## config.mk

```make
export PLATFORM = sky130hd
export DESIGN_NAME = closest_pair_brute_force_flat
export DESIGN_NICKNAME = d
export VERILOG_FILES = /design/src/design/cpbf_pkg.sv /design/src/design/cpbf_pt_if.sv /design/src/design/cpbf_res_if.sv /design/src/design/closest_pair_brute_force.sv /design/src/design/cpbf_store.sv /design/src/design/cpbf_queue.sv /design/src/design/cpbf_front.sv /design/src/design/cpbf_back.sv /design/src/flat_wrapper.sv
export SDC_FILE = /design/constraint.sdc
export NUM_CORES = 2
export LEC_CHECK = 0
export BUFFER_PORTS_ARGS = -buffer_cell sky130_fd_sc_hd__buf_2
export CORE_MARGIN = 2
export CORE_UTILIZATION = 46
export CTS_BUF_LIST = sky130_fd_sc_hd__clkbuf_8
export DETAILED_ROUTE_END_ITERATION = 12
export PLACE_DENSITY = 0.6
export SETUP_SLACK_MARGIN = 0.5
export SLEW_MARGIN = 10
export SYNTH_ARGS = -nofsm -noshare
export SYNTH_HDL_FRONTEND = slang
export SYNTH_HIERARCHICAL = 1
export SYNTH_SLANG_ARGS = --single-unit
```

## constraint.sdc

```tcl
create_clock -name clk_i -period 17.1 [get_ports clk_i]
set_input_delay 1.71 -clock clk_i [delete_from_list [all_inputs] [get_ports clk_i]]
set_output_delay 1.71 -clock clk_i [all_outputs]
set_load 0.01 [all_outputs]
```

## src/design/cpbf_pkg.sv

```systemverilog
`timescale 1ns / 1ps
// ----------------------------------------------------------------------------
// cpbf_pkg
// Shared widths and types of the closest pair search block.
// ----------------------------------------------------------------------------
package cpbf_pkg;

  localparam int unsigned COORD_W   = 16;
  localparam int unsigned IDX_W     = 4;
  localparam int unsigned DIST_W    = 33;
  localparam int unsigned SQ_W      = 2 * COORD_W;
  localparam int unsigned NUM_BANKS = 2;

  typedef struct packed {
    logic [COORD_W-1:0] x;
    logic [COORD_W-1:0] y;
  } point_t;

endpackage

```

## src/design/cpbf_pt_if.sv

```systemverilog
`timescale 1ns / 1ps
// ----------------------------------------------------------------------------
// cpbf_pt_if
// Point request channel: one 2-D point per request, last marks the set end.
// ----------------------------------------------------------------------------
interface cpbf_pt_if import cpbf_pkg::*; ();
  logic               valid;
  logic               ready;
  logic [COORD_W-1:0] x_coord;
  logic [COORD_W-1:0] y_coord;
  logic               last_point;

  modport source (output valid, output x_coord, output y_coord, output last_point,
                  input ready);
  modport sink   (input valid, input x_coord, input y_coord, input last_point,
                  output ready);
endinterface

```

## src/design/cpbf_res_if.sv

```systemverilog
`timescale 1ns / 1ps
// ----------------------------------------------------------------------------
// cpbf_res_if
// Result request channel: closest pair indices and squared distance.
// ----------------------------------------------------------------------------
interface cpbf_res_if import cpbf_pkg::*; ();
  logic              valid;
  logic              ready;
  logic [IDX_W-1:0]  first_index;
  logic [IDX_W-1:0]  second_index;
  logic [DIST_W-1:0] squared_distance;
  logic              pair_found;
  logic              overflowed;

  modport source (output valid, output first_index, output second_index,
                  output squared_distance, output pair_found, output overflowed,
                  input ready);
  modport sink   (input valid, input first_index, input second_index,
                  input squared_distance, input pair_found, input overflowed,
                  output ready);
endinterface

```

## src/design/closest_pair_brute_force.sv

```systemverilog
`timescale 1ns / 1ps
// ----------------------------------------------------------------------------
// closest_pair_brute_force
// Brute-force closest pair search over a set of signed 2-D points.
//
// Usage: send points on pt_i, one per request, with last_point set on the
// final point of a set. Up to MAX_POINTS points are kept; extra points are
// dropped and reported through overflowed. After the last point the block
// scans every pair in index order and returns one request on res_o with
// the first closest pair, its squared distance and pair_found.
// Points load while a bank is free. The search walks one pair per cycle
// through a four-stage distance pipeline, then drains the pipeline and
// emits the result. Two memory banks let the next set load while the
// previous one is searched; a third set waits until a result has been
// handed to the output register. Reset clears the counters, the job
// queue and the output register; no memory clearing pass is needed.
// While res_o is stalled the result holds, a queued set is searched but
// its result waits, and loading continues while a bank is free.
// ----------------------------------------------------------------------------
module closest_pair_brute_force import cpbf_pkg::*; #(
  parameter int unsigned MAX_POINTS = 16
) (
  input  logic        clk_i,
  input  logic        rst_ni,
  cpbf_pt_if.sink     pt_i,
  cpbf_res_if.source  res_o
);

  localparam int unsigned IW = $clog2(MAX_POINTS);
  localparam int unsigned CW = $clog2(MAX_POINTS + 1);
  localparam int unsigned JW = CW + 2;

  logic          wr_en;
  logic [IW:0]   wr_addr;
  point_t        wr_data;
  logic [IW:0]   rd_addr_a, rd_addr_b;
  point_t        rd_data_a, rd_data_b;
  logic          q_push, q_pop, q_empty, q_full;
  logic [JW-1:0] job_in, job_out;
  logic          bank_release;

  cpbf_front #(.MAX_POINTS(MAX_POINTS)) u_front (
    .clk_i     (clk_i),
    .rst_ni    (rst_ni),
    .pt_i      (pt_i),
    .wr_en_o   (wr_en),
    .wr_addr_o (wr_addr),
    .wr_data_o (wr_data),
    .push_o    (q_push),
    .job_o     (job_in),
    .release_i (bank_release)
  );

  cpbf_queue #(.W(JW)) u_queue (
    .clk_i   (clk_i),
    .rst_ni  (rst_ni),
    .push_i  (q_push),
    .data_i  (job_in),
    .pop_i   (q_pop),
    .data_o  (job_out),
    .empty_o (q_empty),
    .full_o  (q_full)
  );

  cpbf_store #(.MAX_POINTS(MAX_POINTS)) u_store (
    .clk_i       (clk_i),
    .wr_en_i     (wr_en),
    .wr_addr_i   (wr_addr),
    .wr_data_i   (wr_data),
    .rd_addr_a_i (rd_addr_a),
    .rd_addr_b_i (rd_addr_b),
    .rd_data_a_o (rd_data_a),
    .rd_data_b_o (rd_data_b)
  );

  cpbf_back #(.MAX_POINTS(MAX_POINTS)) u_back (
    .clk_i       (clk_i),
    .rst_ni      (rst_ni),
    .job_i       (job_out),
    .empty_i     (q_empty),
    .pop_o       (q_pop),
    .rd_addr_a_o (rd_addr_a),
    .rd_addr_b_o (rd_addr_b),
    .rd_data_a_i (rd_data_a),
    .rd_data_b_i (rd_data_b),
    .release_o   (bank_release),
    .res_o       (res_o)
  );

`ifndef SYNTHESIS
  a_push_room: assert property (@(posedge clk_i) disable iff (!rst_ni)
    q_push |-> !q_full)
    else $error("job pushed into a full queue");

  a_pop_data: assert property (@(posedge clk_i) disable iff (!rst_ni)
    q_pop |-> !q_empty)
    else $error("job popped from an empty queue");

  a_no_pair_zero: assert property (@(posedge clk_i) disable iff (!rst_ni)
    (res_o.valid && !res_o.pair_found) |->
      (res_o.squared_distance == '0 && res_o.first_index == '0 &&
       res_o.second_index == '0))
    else $error("result without a pair carries nonzero fields");

  a_write_when_ready: assert property (@(posedge clk_i) disable iff (!rst_ni)
    wr_en |-> pt_i.ready)
    else $error("point written while loading is blocked");
`endif

endmodule

```

## src/design/cpbf_store.sv

```systemverilog
`timescale 1ns / 1ps
// ----------------------------------------------------------------------------
// cpbf_store
// Two-bank point memory: one write port, two registered read ports.
// ----------------------------------------------------------------------------
module cpbf_store import cpbf_pkg::*; #(
  parameter int unsigned MAX_POINTS = 16,
  localparam int unsigned IW = $clog2(MAX_POINTS),
  localparam int unsigned DEPTH = NUM_BANKS * (2 ** IW)
) (
  input  logic        clk_i,
  input  logic        wr_en_i,
  input  logic [IW:0] wr_addr_i,
  input  point_t      wr_data_i,
  input  logic [IW:0] rd_addr_a_i,
  input  logic [IW:0] rd_addr_b_i,
  output point_t      rd_data_a_o,
  output point_t      rd_data_b_o
);

  point_t mem [DEPTH];

  always_ff @(posedge clk_i) begin
    if (wr_en_i) begin
      mem[wr_addr_i] <= wr_data_i;
    end
  end

  always_ff @(posedge clk_i) begin
    rd_data_a_o <= mem[rd_addr_a_i];
    rd_data_b_o <= mem[rd_addr_b_i];
  end

endmodule

```

## src/design/cpbf_queue.sv

```systemverilog
`timescale 1ns / 1ps
// ----------------------------------------------------------------------------
// cpbf_queue
// Two-entry job queue between the loading front and the search back end.
// ----------------------------------------------------------------------------
module cpbf_queue #(
  parameter int unsigned W = 8
) (
  input  logic         clk_i,
  input  logic         rst_ni,
  input  logic         push_i,
  input  logic [W-1:0] data_i,
  input  logic         pop_i,
  output logic [W-1:0] data_o,
  output logic         empty_o,
  output logic         full_o
);

  logic [W-1:0] entry_q [2];
  logic         wr_ptr_q, wr_ptr_d;
  logic         rd_ptr_q, rd_ptr_d;
  logic [1:0]   fill_q, fill_d;
  logic         do_push, do_pop;

  assign empty_o = (fill_q == 2'd0);
  assign full_o  = (fill_q == 2'd2);
  assign data_o  = entry_q[rd_ptr_q];
  assign do_push = push_i && !full_o;
  assign do_pop  = pop_i && !empty_o;

  always_comb begin
    wr_ptr_d = do_push ? ~wr_ptr_q : wr_ptr_q;
    rd_ptr_d = do_pop ? ~rd_ptr_q : rd_ptr_q;
    fill_d   = fill_q + 2'(do_push) - 2'(do_pop);
  end

  always_ff @(posedge clk_i or negedge rst_ni) begin
    if (!rst_ni) begin
      wr_ptr_q <= 1'b0;
      rd_ptr_q <= 1'b0;
      fill_q   <= 2'd0;
    end else begin
      wr_ptr_q <= wr_ptr_d;
      rd_ptr_q <= rd_ptr_d;
      fill_q   <= fill_d;
    end
  end

  always_ff @(posedge clk_i) begin
    if (do_push) begin
      entry_q[wr_ptr_q] <= data_i;
    end
  end

endmodule

```

## src/design/cpbf_front.sv

```systemverilog
`timescale 1ns / 1ps
// ----------------------------------------------------------------------------
// cpbf_front
// Point loader: writes points into the free bank, counts them, flags drops
// and posts a search job on the last point of a set.
// ----------------------------------------------------------------------------
module cpbf_front import cpbf_pkg::*; #(
  parameter int unsigned MAX_POINTS = 16,
  localparam int unsigned IW = $clog2(MAX_POINTS),
  localparam int unsigned CW = $clog2(MAX_POINTS + 1),
  localparam int unsigned JW = CW + 2
) (
  input  logic          clk_i,
  input  logic          rst_ni,
  cpbf_pt_if.sink       pt_i,
  output logic          wr_en_o,
  output logic [IW:0]   wr_addr_o,
  output point_t        wr_data_o,
  output logic          push_o,
  output logic [JW-1:0] job_o,
  input  logic          release_i
);

  typedef struct packed {
    logic          bank;
    logic [CW-1:0] count;
    logic          dropped;
  } job_t;

  logic          bank_q, bank_d;
  logic [CW-1:0] count_q, count_d;
  logic          dropped_q, dropped_d;
  logic [1:0]    busy_q, busy_d;
  logic          accept;
  logic          room;
  logic [CW-1:0] count_inc;
  logic          dropped_inc;
  job_t          job;

  assign pt_i.ready  = (busy_q != 2'(NUM_BANKS));
  assign accept      = pt_i.valid && pt_i.ready;
  assign room        = (count_q < CW'(MAX_POINTS));
  assign count_inc   = room ? count_q + CW'(1) : count_q;
  assign dropped_inc = dropped_q || !room;

  assign wr_en_o   = accept && room;
  assign wr_addr_o = {bank_q, count_q[IW-1:0]};
  assign wr_data_o = '{x: pt_i.x_coord, y: pt_i.y_coord};

  assign push_o       = accept && pt_i.last_point;
  assign job.bank     = bank_q;
  assign job.count    = count_inc;
  assign job.dropped  = dropped_inc;
  assign job_o        = job;

  always_comb begin
    bank_d    = bank_q;
    count_d   = count_q;
    dropped_d = dropped_q;
    if (accept) begin
      if (pt_i.last_point) begin
        bank_d    = ~bank_q;
        count_d   = '0;
        dropped_d = 1'b0;
      end else begin
        count_d   = count_inc;
        dropped_d = dropped_inc;
      end
    end
    busy_d = busy_q + 2'(push_o) - 2'(release_i);
  end

  always_ff @(posedge clk_i or negedge rst_ni) begin
    if (!rst_ni) begin
      bank_q    <= 1'b0;
      count_q   <= '0;
      dropped_q <= 1'b0;
      busy_q    <= 2'd0;
    end else begin
      bank_q    <= bank_d;
      count_q   <= count_d;
      dropped_q <= dropped_d;
      busy_q    <= busy_d;
    end
  end

endmodule

```

## src/design/cpbf_back.sv

```systemverilog
`timescale 1ns / 1ps
// ----------------------------------------------------------------------------
// cpbf_back
// Pair search: walks every pair of a loaded bank through a four-stage
// distance pipeline, keeps the first strict minimum and emits the result.
// ----------------------------------------------------------------------------
module cpbf_back import cpbf_pkg::*; #(
  parameter int unsigned MAX_POINTS = 16,
  localparam int unsigned IW = $clog2(MAX_POINTS),
  localparam int unsigned CW = $clog2(MAX_POINTS + 1),
  localparam int unsigned JW = CW + 2
) (
  input  logic          clk_i,
  input  logic          rst_ni,
  input  logic [JW-1:0] job_i,
  input  logic          empty_i,
  output logic          pop_o,
  output logic [IW:0]   rd_addr_a_o,
  output logic [IW:0]   rd_addr_b_o,
  input  point_t        rd_data_a_i,
  input  point_t        rd_data_b_i,
  output logic          release_o,
  cpbf_res_if.source    res_o
);

  typedef struct packed {
    logic          bank;
    logic [CW-1:0] count;
    logic          dropped;
  } job_t;

  typedef enum logic [3:0] {
    ST_IDLE  = 4'b0001,
    ST_SCAN  = 4'b0010,
    ST_DRAIN = 4'b0100,
    ST_EMIT  = 4'b1000
  } state_e;

  state_e            state_q, state_d;
  job_t              job_in;
  logic              bank_q;
  logic [CW-1:0]     count_q;
  logic              dropped_q;
  logic [IW-1:0]     i_q, i_d;
  logic [IW-1:0]     j_q, j_d;
  logic              issue;
  logic              last_j;
  logic              last_pair;

  logic              s1_v_q, s2_v_q, s3_v_q;
  logic [IW-1:0]     s1_i_q, s1_j_q, s2_i_q, s2_j_q, s3_i_q, s3_j_q;
  logic [COORD_W:0]  dx, dy;
  logic [COORD_W-1:0] adx, ady;
  logic [COORD_W-1:0] s2_ax_q, s2_ay_q;
  logic [SQ_W-1:0]   s3_sx_q, s3_sy_q;
  logic [DIST_W-1:0] sum;
  logic              better;

  logic              best_v_q;
  logic [DIST_W-1:0] best_d_q;
  logic [IW-1:0]     best_i_q, best_j_q;

  logic              load_out;
  logic              out_v_q;
  logic [IDX_W-1:0]  out_i_q, out_j_q;
  logic [DIST_W-1:0] out_d_q;
  logic              out_found_q, out_drop_q;

  assign job_in    = job_i;
  assign pop_o     = (state_q == ST_IDLE) && !empty_i;
  assign issue     = (state_q == ST_SCAN);
  assign last_j    = (CW'(j_q) == count_q - CW'(1));
  assign last_pair = last_j && (CW'(i_q) == count_q - CW'(2));
  assign load_out  = (state_q == ST_EMIT) && (!out_v_q || res_o.ready);
  assign release_o = load_out;

  assign rd_addr_a_o = {bank_q, i_q};
  assign rd_addr_b_o = {bank_q, j_q};

  always_comb begin
    state_d = state_q;
    i_d     = i_q;
    j_d     = j_q;
    case (state_q)
      ST_IDLE: begin
        i_d = '0;
        j_d = IW'(1);
        if (!empty_i) begin
          state_d = (job_in.count < CW'(2)) ? ST_EMIT : ST_SCAN;
        end
      end
      ST_SCAN: begin
        if (last_pair) begin
          state_d = ST_DRAIN;
        end else if (last_j) begin
          i_d = i_q + IW'(1);
          j_d = IW'(CW'(i_q) + CW'(2));
        end else begin
          j_d = j_q + IW'(1);
        end
      end
      ST_DRAIN: begin
        if (!s1_v_q && !s2_v_q && !s3_v_q) begin
          state_d = ST_EMIT;
        end
      end
      ST_EMIT: begin
        if (load_out) begin
          state_d = ST_IDLE;
        end
      end
      default: state_d = ST_IDLE;
    endcase
  end

  always_ff @(posedge clk_i or negedge rst_ni) begin
    if (!rst_ni) begin
      state_q <= ST_IDLE;
      s1_v_q  <= 1'b0;
      s2_v_q  <= 1'b0;
      s3_v_q  <= 1'b0;
      best_v_q <= 1'b0;
      out_v_q <= 1'b0;
    end else begin
      state_q <= state_d;
      s1_v_q  <= issue;
      s2_v_q  <= s1_v_q;
      s3_v_q  <= s2_v_q;
      if (pop_o) begin
        best_v_q <= 1'b0;
      end else if (better) begin
        best_v_q <= 1'b1;
      end
      if (load_out) begin
        out_v_q <= 1'b1;
      end else if (res_o.ready) begin
        out_v_q <= 1'b0;
      end
    end
  end

  always_ff @(posedge clk_i) begin
    i_q <= i_d;
    j_q <= j_d;
    if (pop_o) begin
      bank_q    <= job_in.bank;
      count_q   <= job_in.count;
      dropped_q <= job_in.dropped;
    end
  end

  // Distance pipeline: read, absolute difference, squares, sum and compare.
  assign dx  = {rd_data_a_i.x[COORD_W-1], rd_data_a_i.x}
             - {rd_data_b_i.x[COORD_W-1], rd_data_b_i.x};
  assign dy  = {rd_data_a_i.y[COORD_W-1], rd_data_a_i.y}
             - {rd_data_b_i.y[COORD_W-1], rd_data_b_i.y};
  assign adx = dx[COORD_W] ? COORD_W'(-dx) : dx[COORD_W-1:0];
  assign ady = dy[COORD_W] ? COORD_W'(-dy) : dy[COORD_W-1:0];

  assign sum    = DIST_W'(s3_sx_q) + DIST_W'(s3_sy_q);
  assign better = s3_v_q && (!best_v_q || (sum < best_d_q));

  always_ff @(posedge clk_i) begin
    s1_i_q  <= i_q;
    s1_j_q  <= j_q;
    s2_i_q  <= s1_i_q;
    s2_j_q  <= s1_j_q;
    s2_ax_q <= adx;
    s2_ay_q <= ady;
    s3_i_q  <= s2_i_q;
    s3_j_q  <= s2_j_q;
    s3_sx_q <= SQ_W'(s2_ax_q) * SQ_W'(s2_ax_q);
    s3_sy_q <= SQ_W'(s2_ay_q) * SQ_W'(s2_ay_q);
    if (better) begin
      best_d_q <= sum;
      best_i_q <= s3_i_q;
      best_j_q <= s3_j_q;
    end
  end

  always_ff @(posedge clk_i) begin
    if (load_out) begin
      out_found_q <= best_v_q;
      out_drop_q  <= dropped_q;
      out_i_q     <= best_v_q ? IDX_W'(best_i_q) : '0;
      out_j_q     <= best_v_q ? IDX_W'(best_j_q) : '0;
      out_d_q     <= best_v_q ? best_d_q : '0;
    end
  end

  assign res_o.valid            = out_v_q;
  assign res_o.first_index      = out_i_q;
  assign res_o.second_index     = out_j_q;
  assign res_o.squared_distance = out_d_q;
  assign res_o.pair_found       = out_found_q;
  assign res_o.overflowed       = out_drop_q;

endmodule

```

## src/flat_wrapper.sv

```systemverilog
// flat-port wrapper written by rule: the top's interface ports become plain ports
module closest_pair_brute_force_flat import cpbf_pkg::*;
#(
  parameter int unsigned MAX_POINTS = 16
)
  (clk_i, rst_ni, pt_i_valid, pt_i_x_coord, pt_i_y_coord, pt_i_last_point, pt_i_ready, res_o_valid, res_o_first_index, res_o_second_index, res_o_squared_distance, res_o_pair_found, res_o_overflowed, res_o_ready);
  cpbf_pt_if pt_i_i ();
  cpbf_res_if res_o_i ();
  input  logic clk_i;
  input  logic rst_ni;
  input wire logic [$bits(pt_i_i.valid)-1:0] pt_i_valid;
  input wire logic [$bits(pt_i_i.x_coord)-1:0] pt_i_x_coord;
  input wire logic [$bits(pt_i_i.y_coord)-1:0] pt_i_y_coord;
  input wire logic [$bits(pt_i_i.last_point)-1:0] pt_i_last_point;
  output wire logic [$bits(pt_i_i.ready)-1:0] pt_i_ready;
  output wire logic [$bits(res_o_i.valid)-1:0] res_o_valid;
  output wire logic [$bits(res_o_i.first_index)-1:0] res_o_first_index;
  output wire logic [$bits(res_o_i.second_index)-1:0] res_o_second_index;
  output wire logic [$bits(res_o_i.squared_distance)-1:0] res_o_squared_distance;
  output wire logic [$bits(res_o_i.pair_found)-1:0] res_o_pair_found;
  output wire logic [$bits(res_o_i.overflowed)-1:0] res_o_overflowed;
  input wire logic [$bits(res_o_i.ready)-1:0] res_o_ready;
  assign pt_i_i.valid = pt_i_valid;
  assign pt_i_i.x_coord = pt_i_x_coord;
  assign pt_i_i.y_coord = pt_i_y_coord;
  assign pt_i_i.last_point = pt_i_last_point;
  assign pt_i_ready = pt_i_i.ready;
  assign res_o_valid = res_o_i.valid;
  assign res_o_first_index = res_o_i.first_index;
  assign res_o_second_index = res_o_i.second_index;
  assign res_o_squared_distance = res_o_i.squared_distance;
  assign res_o_pair_found = res_o_i.pair_found;
  assign res_o_overflowed = res_o_i.overflowed;
  assign res_o_i.ready = res_o_ready;
  closest_pair_brute_force #(.MAX_POINTS(MAX_POINTS)) u_core (.clk_i(clk_i), .rst_ni(rst_ni), .pt_i(pt_i_i), .res_o(res_o_i));
endmodule
```

==> flow_summary_export.csv <==
group,metric,value,unit
global_routing,grt_pass1_wl,322000,µm
setup_path,critPathLaunchType,"flip-flop",
sta,worst_slew_pin_slew,1130,ps
setup_path,critPathMaxStageDelay,820,ps
setup_path,cp_max_fo,17,
setup_path,crit_top_cell,"fa_1",
logic_synthesis,synth.cell_area,77300,µm²
sta,slew_headroom,0.247,
finish,layout_commonest_cell,"edfxtp_1",
sta,slew_violations,0,
setup_path,worstPathCellList,"nand2_1 -> fa_1 -> inv_1 -> fa_1 -> inv_1 -> fa_1 -> inv_1 -> fa_1 -> fa_1 -> inv_1 -> fa_1 -> inv_1 -> ha_1 -> and2_1 -> a32o_1 -> a31oi_1 -> o311ai_0 -> a311oi_1 -> o211ai_1 -> xor2_1",
routing,final_antenna_net_count,0,
sta,timing_hold_violations_final,0,
placement,dp_hpwl,125000,µm
setup_path,slowest_stage,"dfxtp_1",
clocking,cts_buffers,222,
routing,wl,217000,µm
routing,dr.pass1.iters,5,
clocking,hold_buffers,0,
floorplanning,die_width,414,µm
sta,post-route-period-util,0.386,
flow_run,timing.max_cap.violations,0,
sta,fin_hold_ws,319,ps
clocking,cts_resized,0,
routing,vias,50700,
clocking,clk_pin_slew,60,ps
logic_synthesis,syn_inst,6274,
global_routing,grt_pass1_vias,50900,
clocking,h-tree-depth,4,
routing,wl_per_cell,24.8,µm
finish,mostFrequentLayoutCells,"edfxtp_1, mux2i_1, inv_1, nand2_1, fa_1",
global_routing,track_usage,0.251,
floorplanning,io_pins,82,
logic_synthesis,synthesis.nets,6954,
setup_path,cp.arrival,7380,ps
setup_path,required,17890,ps
min_path,min_path_type,"flip-flop to flip-flop",
placement,place.gp.congestion,0.858,
finish,area_growth,8.53,%
global_routing,overflow,0,
sta,setup_viol_count_final,0,
clocking,cts_tree,"built",
floorplanning,core_area,167000,µm²
clocking,cts_num_sinks,1341,
routing,viasPerCell,5.81,
placement,pre_cts_ws,10610,ps
floorplanning,initial_core_util,0.463,
setup_path,end_kind,"flip-flop",
sta,tns,0,ps
sta,min_period,6590,ps
placement,port_buffers,81,
finish,nFillCells,14700,
floorplanning,die_area,171000,µm²
floorplanning,core.rowCount,150,
sta,rsz0062_at_grt,"no",
clocking,cts_setup_buffers,0,
global_routing,grt_antenna_before_repair,16,
logic_synthesis,ys_warn_count,6,
clocking,clk_path_buf_depth,3,
routing,drc_errors,0,
floorplanning,die_h,414,µm
clocking,clk_latency,980,ps
logic_synthesis,syn_avg_cell_area,12.3,µm²
finish,final_net_count,6985,
sta,skew,91.6,ps
sta,timing.final.ws_setup,10510,ps
setup_path,crit_buf_inv,5,
clocking,cts_root_buf,"clkbuf_8",
run_status,status,"complete, no violations",
setup_path,critPathTopFamily,"adder cells",
finish,drive_gt1_frac,0.0861,
sta,max_freq,152,MHz
routing,first_iter_violations,4124,
global_routing,grt_max_degree,133,
setup_path,path_class,"flip-flop to flip-flop",
-- flip-flops by register name (all words and copies together) (netlist names), 5 cells and up --
name / cells
u_core/u_back/best_d_q: 33
u_core/u_back/count_q: 5
u_core/u_back/res_o.squared_distance: 33
u_core/u_back/s2_ax_q: 16
u_core/u_back/s2_ay_q: 16
u_core/u_back/s3_sx_q: 31
u_core/u_back/s3_sy_q: 31
u_core/u_front/count_q: 5
u_core/u_queue/entry_q: 14
u_core/u_store/mem: 1024
u_core/u_store/rd_data_a_o: 32
u_core/u_store/rd_data_b_o: 32
-- per-stage QoR --
step | area [µm²] | util | instances
final | 83900 | 0.502 | 8716
after global routing | 83900 | 0.502 | 8715
after CTS | 83900 | 0.502 | 8708
after detailed placement | 79300 | 0.475 | 8285
after global placement | 79300 | 0.475 | 8285
after floorplan | 77300 | - | 6274
-- final timing paths --
path                                                  end                     start  slack [ps]  depth (start not counted)
worst max-delay path            u_core/u_back/s3_sy_q[30]  u_core/u_back/s2_ay_q[6]       10510                         20
worst min-delay path              u_core/u_back/s2_i_q[1]   u_core/u_back/s1_i_q[1]         320                          0
worst max register to register  u_core/u_back/s3_sy_q[30]  u_core/u_back/s2_ay_q[6]       10510                         20
worst min register to register    u_core/u_back/s2_i_q[1]   u_core/u_back/s1_i_q[1]         320                          0
max in group asynchronous        u_core/u_back/state_q[0]                    rst_ni       16010                          1
min in group asynchronous       u_core/u_front/count_q[3]                    rst_ni         690                          1
-- final cells by class --
class	instances	area, µm²	share of cell area
Sequential cell	1341	38300	0.457
Multi-Input combinational cell	3970	34900	0.416
Clock buffer	257	3540	0.0422
Tap cell	2204	2760	0.0329
Inverter	607	2280	0.0272
Timing Repair Buffer	163	1080	0.0129
Clock inverter	166	1010	0.0121
Antenna cell	8	20.0	0.000239
-- per-layer routing --
layer	routed length [µm]	global-route usage
met2	107000	0.431
met5	35	0
met3	14000	0.0387
met1	89000	0.326
met4	6850	0.0825
-- worst reg2reg max path, cell delays in order (launching register included) --
cell and delay (ps):
dfxtp_1 820, nand2_1 210, fa_1 550, inv_1 50, fa_1 500, inv_1 60, fa_1 530, inv_1 50
fa_1 450, fa_1 490, inv_1 50, fa_1 470, inv_1 40, ha_1 350, and2_1 190, a32o_1 260
a31oi_1 280, o311ai_0 290, a311oi_1 510, o211ai_1 170, xor2_1 160
Power is not shown: default switching activity piles up to over one toggle a cycle in this logic, so the estimate is an artifact.
